<file path="src/hdl/assert_macros.svh">
// Assertion macros used by the RTL top level.
`ifndef ASSERT_MACROS_SVH
`define ASSERT_MACROS_SVH
// Implication that is checked on every clock edge outside reset.
`define ASSERT_IMPLY(label, clk, rst, ante, cons, msg) \
   label: assert property (@(posedge clk) disable iff (rst) (ante) |-> (cons)) \
      else $error(msg);
// Implication whose consequent is checked in the following cycle.
`define ASSERT_NEXT(label, clk, rst, ante, cons, msg) \
   label: assert property (@(posedge clk) disable iff (rst) (ante) |=> (cons)) \
      else $error(msg);
`endif

</file>
<file path="src/hdl/eulxyz_pkg.sv">
// Package with types, constants and helper functions of the Euler matrix block.
`default_nettype none
package eulxyz_pkg;
   localparam int ANGLE_BITS  = 16;
   localparam int FRAC_BITS   = 15;
   localparam int TRIG_STAGES = 16;
   localparam int STAGES      = (TRIG_STAGES > 32) ? 32 : TRIG_STAGES;
   localparam int TW          = FRAC_BITS + 2;
   localparam int PW          = 2 * TW;
   localparam int SW          = TW + 2;
   localparam logic signed [35:0] CORDIC_GAIN = 36'sd2608131496;

   typedef struct packed {
      logic signed [ANGLE_BITS-1:0] angle_x;
      logic signed [ANGLE_BITS-1:0] angle_y;
      logic signed [ANGLE_BITS-1:0] angle_z;
   } req_type;

   typedef struct packed {
      logic signed [15:0] row0_col0;
      logic signed [15:0] row1_col0;
      logic signed [15:0] row2_col0;
      logic signed [15:0] row0_col1;
      logic signed [15:0] row1_col1;
      logic signed [15:0] row2_col1;
      logic signed [15:0] row0_col2;
      logic signed [15:0] row1_col2;
      logic signed [15:0] row2_col2;
   } rsp_type;

   typedef struct packed {
      logic signed [TW-1:0] s;
      logic signed [TW-1:0] c;
   } sc_type;

   function automatic logic [31:0] atan_lut(input logic [4:0] i);
      logic [31:0] r;
      unique case (i)
         5'd0: r = 32'h20000000;  5'd1: r = 32'h12E4051E;
         5'd2: r = 32'h09FB385B;  5'd3: r = 32'h051111D4;
         5'd4: r = 32'h028B0D43;  5'd5: r = 32'h0145D7E1;
         5'd6: r = 32'h00A2F61E;  5'd7: r = 32'h00517C55;
         5'd8: r = 32'h0028BE53;  5'd9: r = 32'h00145F2F;
         5'd10: r = 32'h000A2F98; 5'd11: r = 32'h000517CC;
         5'd12: r = 32'h00028BE6; 5'd13: r = 32'h000145F3;
         5'd14: r = 32'h0000A2FA; 5'd15: r = 32'h0000517D;
         5'd16: r = 32'h000028BE; 5'd17: r = 32'h0000145F;
         5'd18: r = 32'h00000A30; 5'd19: r = 32'h00000518;
         5'd20: r = 32'h0000028C; 5'd21: r = 32'h00000146;
         5'd22: r = 32'h000000A3; 5'd23: r = 32'h00000051;
         5'd24: r = 32'h00000029; 5'd25: r = 32'h00000014;
         5'd26: r = 32'h0000000A; 5'd27: r = 32'h00000005;
         5'd28: r = 32'h00000003; 5'd29: r = 32'h00000001;
         5'd30: r = 32'h00000001; default: r = 32'h00000000;
      endcase
      return r;
   endfunction

   // Rounded product of two trig-scale values, kept at product width.
   function automatic logic signed [PW-1:0] qmul(input logic signed [SW-1:0] a,
                                                 input logic signed [SW-1:0] b);
      logic signed [2*SW-1:0] p;
      p = a * b + (2*SW)'(1 << (FRAC_BITS - 1));
      return PW'(p >>> FRAC_BITS);
   endfunction

   // Convert a Q.FRAC_BITS value to saturated Q1.15.
   function automatic logic signed [15:0] to_q15(input logic signed [PW-1:0] e);
      logic signed [PW+16:0] v;
      v = (PW+17)'(e);
      if (FRAC_BITS > 15)
         v = (v + (PW+17)'(1 << ((FRAC_BITS > 15) ? FRAC_BITS - 16 : 0)))
             >>> ((FRAC_BITS > 15) ? FRAC_BITS - 15 : 0);
      else
         v = v <<< ((FRAC_BITS < 15) ? 15 - FRAC_BITS : 0);
      if (v > 32767) return 16'sh7FFF;
      if (v < -32768) return 16'sh8000;
      return v[15:0];
   endfunction
endpackage
`default_nettype wire

</file>
<file path="src/hdl/eulxyz_cordic.sv">
// Pipelined CORDIC giving sine and cosine of one binary angle.
`default_nettype none
module eulxyz_cordic (
   input  wire logic                                   clock,
   input  wire logic [eulxyz_pkg::ANGLE_BITS-1:0]      angle,
   output eulxyz_pkg::sc_type                          sc
);
   localparam int N = eulxyz_pkg::STAGES;
   logic signed [35:0] x_ff [0:N];
   logic signed [35:0] y_ff [0:N];
   logic signed [32:0] z_ff [0:N];
   logic               flip_ff [0:N];
   logic [31:0]        phase_in;
   logic               flip_in;
   logic signed [35:0] xr_in, yr_in;
   logic signed [35:0] cr_in, sr_in;

   always_comb begin
      phase_in = 32'(angle) << (32 - eulxyz_pkg::ANGLE_BITS);
      flip_in  = (phase_in[31:30] == 2'b01) || (phase_in[31:30] == 2'b10);
      if (flip_in) phase_in = phase_in + 32'h80000000;
   end

   always_ff @(posedge clock) begin
      x_ff[0]    <= eulxyz_pkg::CORDIC_GAIN;
      y_ff[0]    <= '0;
      z_ff[0]    <= 33'(signed'(phase_in));
      flip_ff[0] <= flip_in;
   end

   for (genvar i = 0; i < N; i++) begin : g_stage
      logic signed [35:0] dx, dy;
      logic signed [32:0] a;
      assign dx = y_ff[i] >>> i;
      assign dy = x_ff[i] >>> i;
      assign a  = 33'(eulxyz_pkg::atan_lut(5'(i)));
      always_ff @(posedge clock) begin
         if (!z_ff[i][32]) begin
            x_ff[i+1] <= x_ff[i] - dx;
            y_ff[i+1] <= y_ff[i] + dy;
            z_ff[i+1] <= z_ff[i] - a;
         end else begin
            x_ff[i+1] <= x_ff[i] + dx;
            y_ff[i+1] <= y_ff[i] - dy;
            z_ff[i+1] <= z_ff[i] + a;
         end
         flip_ff[i+1] <= flip_ff[i];
      end
   end

   localparam int SH = 32 - eulxyz_pkg::FRAC_BITS;
   localparam logic signed [35:0] ONE = 36'sd1 <<< eulxyz_pkg::FRAC_BITS;
   always_comb begin
      xr_in = flip_ff[N] ? -x_ff[N] : x_ff[N];
      yr_in = flip_ff[N] ? -y_ff[N] : y_ff[N];
      cr_in = (xr_in + (36'sd1 <<< (SH - 1))) >>> SH;
      sr_in = (yr_in + (36'sd1 <<< (SH - 1))) >>> SH;
      if (cr_in > ONE) cr_in = ONE;
      if (cr_in < -ONE) cr_in = -ONE;
      if (sr_in > ONE) sr_in = ONE;
      if (sr_in < -ONE) sr_in = -ONE;
   end

   always_ff @(posedge clock) begin
      sc.c <= cr_in[eulxyz_pkg::TW-1:0];
      sc.s <= sr_in[eulxyz_pkg::TW-1:0];
   end
endmodule
`default_nettype wire

</file>
<file path="config.mk">
export PLATFORM = sky130hd
export DESIGN_NAME = eulxyz_cordic
export DESIGN_NICKNAME = d
export VERILOG_FILES = /design/src/hdl/assert_macros.svh /design/src/hdl/eulxyz_pkg.sv /design/src/hdl/eulxyz_cordic.sv
export SDC_FILE = /design/constraint.sdc
export NUM_CORES = 2
export LEC_CHECK = 0
export BUFFER_PORTS_ARGS = -buffer_cell sky130_fd_sc_hd__buf_2
export CAP_MARGIN = 0
export CORE_ASPECT_RATIO = 0.8
export CORE_MARGIN = 3
export CORE_UTILIZATION = 28
export DETAILED_ROUTE_END_ITERATION = 16
export MAX_ROUTING_LAYER = met4
export PLACE_DENSITY = 0.48
export SYNTH_ARGS = -nofsm -noshare
export SYNTH_HDL_FRONTEND = slang
export SYNTH_SLANG_ARGS = --single-unit
</file>
<file path="constraint.sdc">
create_clock -name clock -period 9.26 [get_ports clock]
set_clock_uncertainty 0.05 [all_clocks]
set_input_delay 0.463 -clock clock [delete_from_list [all_inputs] [get_ports clock]]
set_output_delay 0.463 -clock clock [all_outputs]
set_load 0.05 [all_outputs]
</file>
Yosys cells after proc, flatten, opt, wreduce, memory -nomap -nowiden:

Memories as Yosys holds them, arrays and structs flattened.
Index checks and enable logic that the tools add are counted.

* bitwise logic cells: 48
* order comparisons: 4
* reductions and logical operators: 1
* muxes and demuxes: 85
* equal/unequal tests: 2
* $add $sub $neg: 100

Operators by type and width (number)
* $mux W36: 36
* $mux W33: 16
* $add A36 B18 Y36 const B: 2
* $add A36 B21 Y36: 2
* $add A36 B22 Y36: 2
* $add A36 B23 Y36: 2
* $add A36 B24 Y36: 2
* $add A36 B25 Y36: 2
* $add A36 B26 Y36: 2
* $add A36 B27 Y36: 2
* $add A36 B28 Y36: 2
* $add A36 B29 Y36: 2
* $add A36 B30 Y36: 2
* $add A36 B31 Y36: 2
* $add A36 B32 Y36: 2
* $add A36 B33 Y36: 2
* $add A36 B34 Y36: 2
* $add A36 B35 Y36: 2
* $lt A36 B16 Y1 const B: 2
* $neg A36 Y36: 2
* $sub A36 B21 Y36: 2
* $sub A36 B22 Y36: 2
* $sub A36 B23 Y36: 2
* $sub A36 B24 Y36: 2
* 53 further kinds: 144

* memories: 4
* logic and storage cells: 246
* bits of input ports: 17
* output and inout port bits: 34
* memory bits (writable): 1802
* flip-flop bits (word level): 34

Memories
* x_ff: depth 17, bits a word 36, rd ports 17, clocked after Yosys merged registers in 0, write ports 17, RTL line eulxyz_cordic.sv:9 `logic signed [35:0] x_ff [0:N];`
* y_ff: depth 17, bits a word 36, rd ports 17, clocked after Yosys merged registers in 0, write ports 17, RTL line eulxyz_cordic.sv:10 `logic signed [35:0] y_ff [0:N];`
* z_ff: depth 17, bits a word 33, rd ports 16, clocked after Yosys merged registers in 0, write ports 17, RTL line eulxyz_cordic.sv:11 `logic signed [32:0] z_ff [0:N];`
* flip_ff: depth 17, bits a word 1, rd ports 17, clocked after Yosys merged registers in 0, write ports 17, RTL line eulxyz_cordic.sv:12 `logic flip_ff [0:N];`

Logic depth before layout (Yosys ltp):

An unclocked memory read counts as a cell.

* depth in word-level cells: 7
* gate-level depth with buffers: 23
* depth with buffers taken out: 22

Least setup slack after synthesis:

Ideal clock, no wire load.

* path type: register -> register
* start: mem z_ff[14][32]
* end: mem y_ff[15][34]
* data arrival time: 4.579 ns
* data required time: 9.138 ns
* library setup time: 0.072 ns
* stages on the path, launching flop included: 17
* path buffers: 1
* path slack: 4.559 ns
* path through: dfxtp_1 -> clkbuf_1 -> clkinv_1 -> o21ai_0 -> xor2_1 -> ha_1 -> a21o_1 -> a21oi_1 -> o21ai_0 -> a32oi_1 -> a21oi_1 -> a41o_1 -> a311oi_1 -> o21ai_0 -> o41a_1 -> a221oi_1 -> xnor2_1

RTL lines (RTL line)
* start: declaration: eulxyz_cordic.sv:11
* end: declaration: eulxyz_cordic.sv:10

==> results by group <==
Synth
  • FFs w/ async S/R, synth: 0%
  • Number of instances in the synthesized netlist: 13400
  • Synth unique cells: 103
  • Synthesized net count: 14900
  • Flops & latches, synth: 1535
  • Cell accounting for the most synthesized area: sky130_fd_sc_hd__dfxtp_1
  • Sequential element share of the synthesized area: 27.2%
  • Number of enable-type register cells in the synthesized netlist: 0
  • Average cell area after synthesis: 8.44 sq um
  • Proportion of netlist area held by the largest area contributor: 27.2%
  • Most used flip-flop cell after synthesis: sky130_fd_sc_hd__dfxtp_1
  • Area of the mapped netlist: 113000 sq um
  • Cell types occupying the most area after synthesis: sky130_fd_sc_hd__dfxtp_1 27%, sky130_fd_sc_hd__ha_1 16%, sky130_fd_sc_hd__xnor2_1 10%
  • Yosys warning total: 0

Routing
  • Routed wire length per instance: 17.1 um
  • Routed wire length: approximately 330 mm
  • Drt initial violations: 7208
  • Via density: 4.99
  • Total number of vias: 94800
  • 1st-pass router iterations: 6
  • Post-route antenna net violation count: 0
  • DRC Markers: 0

Global route
  • Wire length of the first global-routing pass: between 500 and 600 mm
  • Number of antenna violations at the first check in global routing: 9
  • Remaining global-route overflow: 0
  • Via count of the first global-routing pass: 88700
  • Largest net degree at the start of global routing: 74
  • Tot GR Track Use: between 10% and 20%

Worst setup path
  • Arrival @ worst endpoint: about 6900 ps
  • Critical path type: reg2reg
  • Kind of capture point of the worst setup path: register
  • Critical Path Source Type: register
  • Endpoint required time on the critical path: 10020 ps
  • Maximum fanout along the worst path: 6

Layout
  • Final core occ: a little under a third
  • Summed area of non-filler cells in the final layout: 126000 sq um
  • Post-layout net count: between 10000 and 15000
  • P&R area growth vs syn: 11.7%
  • Proportion of layout cells with a drive suffix above 1: 4.57%

Floorplan
  • Area inside the core boundary: 400000 sq um
  • Die Width: just over 700 um
  • Chip height: about 570 um
  • Rows: 207
  • Starting utilization of the core area: 28.3%
  • Boundary Pins: 51
  • Die outline area: around 400000 sq um

Outcome
  • Outcome: finished clean

Clock tree
  • Longest Clk Path Bufs: 4
  • Reg clk slew, reported paths: 60 ps
  • CTS Sinks: around 1500
  • Post-CTS repair timing setup buffer count: 0
  • TritonCTS clock tree: done
  • Cell at the root of the clock tree: sky130_fd_sc_hd__clkbuf_16
  • Cts repair resizes: 0
  • CTS Buf Count: between 150 and 200
  • Clock network latency to the later pin of the worst-skew pair: 880 ps
  • CTS HTree Levels: 4

STA
  • Min Clock Period, post-route: approximately 6200 ps
  • Highest clock rate: about 160 MHz
  • Setup repair after global routing missed its margin: false
  • Final period util: 66.5%
  • Worst Setup Slack, final: approximately 3100 ps
  • Worst slew pin tran: 1300 ps
  • Setup_tns: 0 ps
  • Relative slew slack: 12.3%
  • Final count of negative-setup-slack endpoints: 0
  • Final Hold Fails: 0
  • Final Slew Violations: 0

Place
  • Post-detailed-placement half-perimeter wirelength: ~260 mm
  • Input/output buffers: 50
  • Global placer's final weighted congestion: 0.874
  • Post-Place Worst Slack: 3390 ps
  • Placement Cell Area: ~120000 sq um

Flow run
  • MaxCap Viol Count: 0

Min path
  • Class of the most critical hold timing path: in2reg
==> synthesized netlist by cell type, drive strengths merged (60+ instances only) <==
cell type  number
clkbuf        148
o31ai          78
ha           1406
a211oi        136
xnor2        1301
nand3         255
nor4          123
o211ai         60
o21bai        158
nor2         1282
o21a          249
a21oi        1408
nor2b         193
a21o          558
and2           86
and3          139
inv           553
xor2          596
dfxtp        1535
a31oi         160
nand2b        204
nor3          409
or3            90
nand2         637
o21ai         587
nand4          82
==> per-layer routing <==
layer  wire (um)  track usage [%]
met5           0                -
met4        5710             2.86
met3       16400             1.89
met2      120000             20.7
met1      183000             25.2
==> through the flow <==
step	hold WS, ps	cells
finish	181	19000
global route	127	19000
CTS	73.8	19000
detailed placement	262	18600
global placement	262	18600
floorplan	260	13400
==> state kept, by name, summed over array words and instances (netlist names) <==
| signal | cells |
|---|---|
| flip_ff | 17 |
| sc | 34 |
| z_ff | 436 |
| y_ff | 537 |
| x_ff | 511 |
==> critical path: stages (launching register included) <==
cell	delay, ps
sky130_fd_sc_hd__dfxtp_1	340
sky130_fd_sc_hd__inv_1	60
sky130_fd_sc_hd__ha_1	220
sky130_fd_sc_hd__nand2_1	100
sky130_fd_sc_hd__nor3b_1	510
sky130_fd_sc_hd__nand2_1	310
sky130_fd_sc_hd__o41ai_1	370
sky130_fd_sc_hd__xor2_1	200
sky130_fd_sc_hd__ha_1	300
sky130_fd_sc_hd__and3_1	180
sky130_fd_sc_hd__and4_1	210
sky130_fd_sc_hd__a211oi_1	380
sky130_fd_sc_hd__nor4b_1	750
sky130_fd_sc_hd__nor3_1	180
sky130_fd_sc_hd__o41ai_1	840
sky130_fd_sc_hd__a211oi_1	270
sky130_fd_sc_hd__o41ai_1	530
sky130_fd_sc_hd__nor2_1	100
sky130_fd_sc_hd__a211oi_1	180
==> layout make-up <==
type	count	area [sq um]
Inverter	556	2090
Clock buffer	231	5040
Sequential cell	1535	30700
Clock inverter	98	1400
Tap cell	5329	6670
Multi-Input combinational cell	11100	79400
Antenna cell	4	10.0
Timing Repair Buffer	124	846
Fill cell	42200	273000
==> worst paths after layout <==
path / slack [ps] / cells after the start / endpoint / startpoint
max: 3110 / 18 / y_ff[6][35] / x_ff[5][5]
min: 180 / 2 / z_ff[0][26] / angle[10]
max reg2reg: 3110 / 18 / y_ff[6][35] / x_ff[5][5]
min reg2reg: 280 / 0 / flip_ff[7] / flip_ff[6]
==> logic make-up (layout without fill, tap and decap cells) <==
| group | count (synthesis) | count (layout) | share of synthesized area (%) |
|---|---|---|---|
| buf+inv | 750 | 1009 | 2.52 |
| other cells | 0 | 4 | 0 |
| fa+ha+maj | 1449 | 1449 | 16.3 |
| xor+xnor | 1897 | 1897 | 14.7 |
| compound gates | 3910 | 3910 | 22.0 |
| mux | 111 | 111 | 1.05 |
| flops | 1535 | 1535 | 27.2 |
| simple gates | 3735 | 3735 | 16.2 |
==> cells in the final DEF, fill, tap and decap left out, drive strengths merged, types with 108 or more instances in the layout <==
master / n
dfxtp: 1535
a21oi: 1408
ha: 1406
xnor2: 1301
nor2: 1282
nand2: 637
xor2: 596
o21ai: 587
inv: 560
a21o: 558
nor3: 409
nand3: 255
o21a: 249
clkbuf: 231
nand2b: 204
nor2b: 193
a31oi: 160
o21bai: 158
and3: 139
a211oi: 136
nor4: 123
buf: 108
==> repair_timing <==
| item | 4_1_cts | 5_1_grt |
|---|---|---|
| hold endpoints to repair | 17 | 0 |
| hold buffers | 16 | 0 |
| setup endpoints to repair | 0 | 0 |
Power is left out: the tool's default activity adds up to more than one toggle a clock period on the data nets, which glitch-free logic cannot reach.
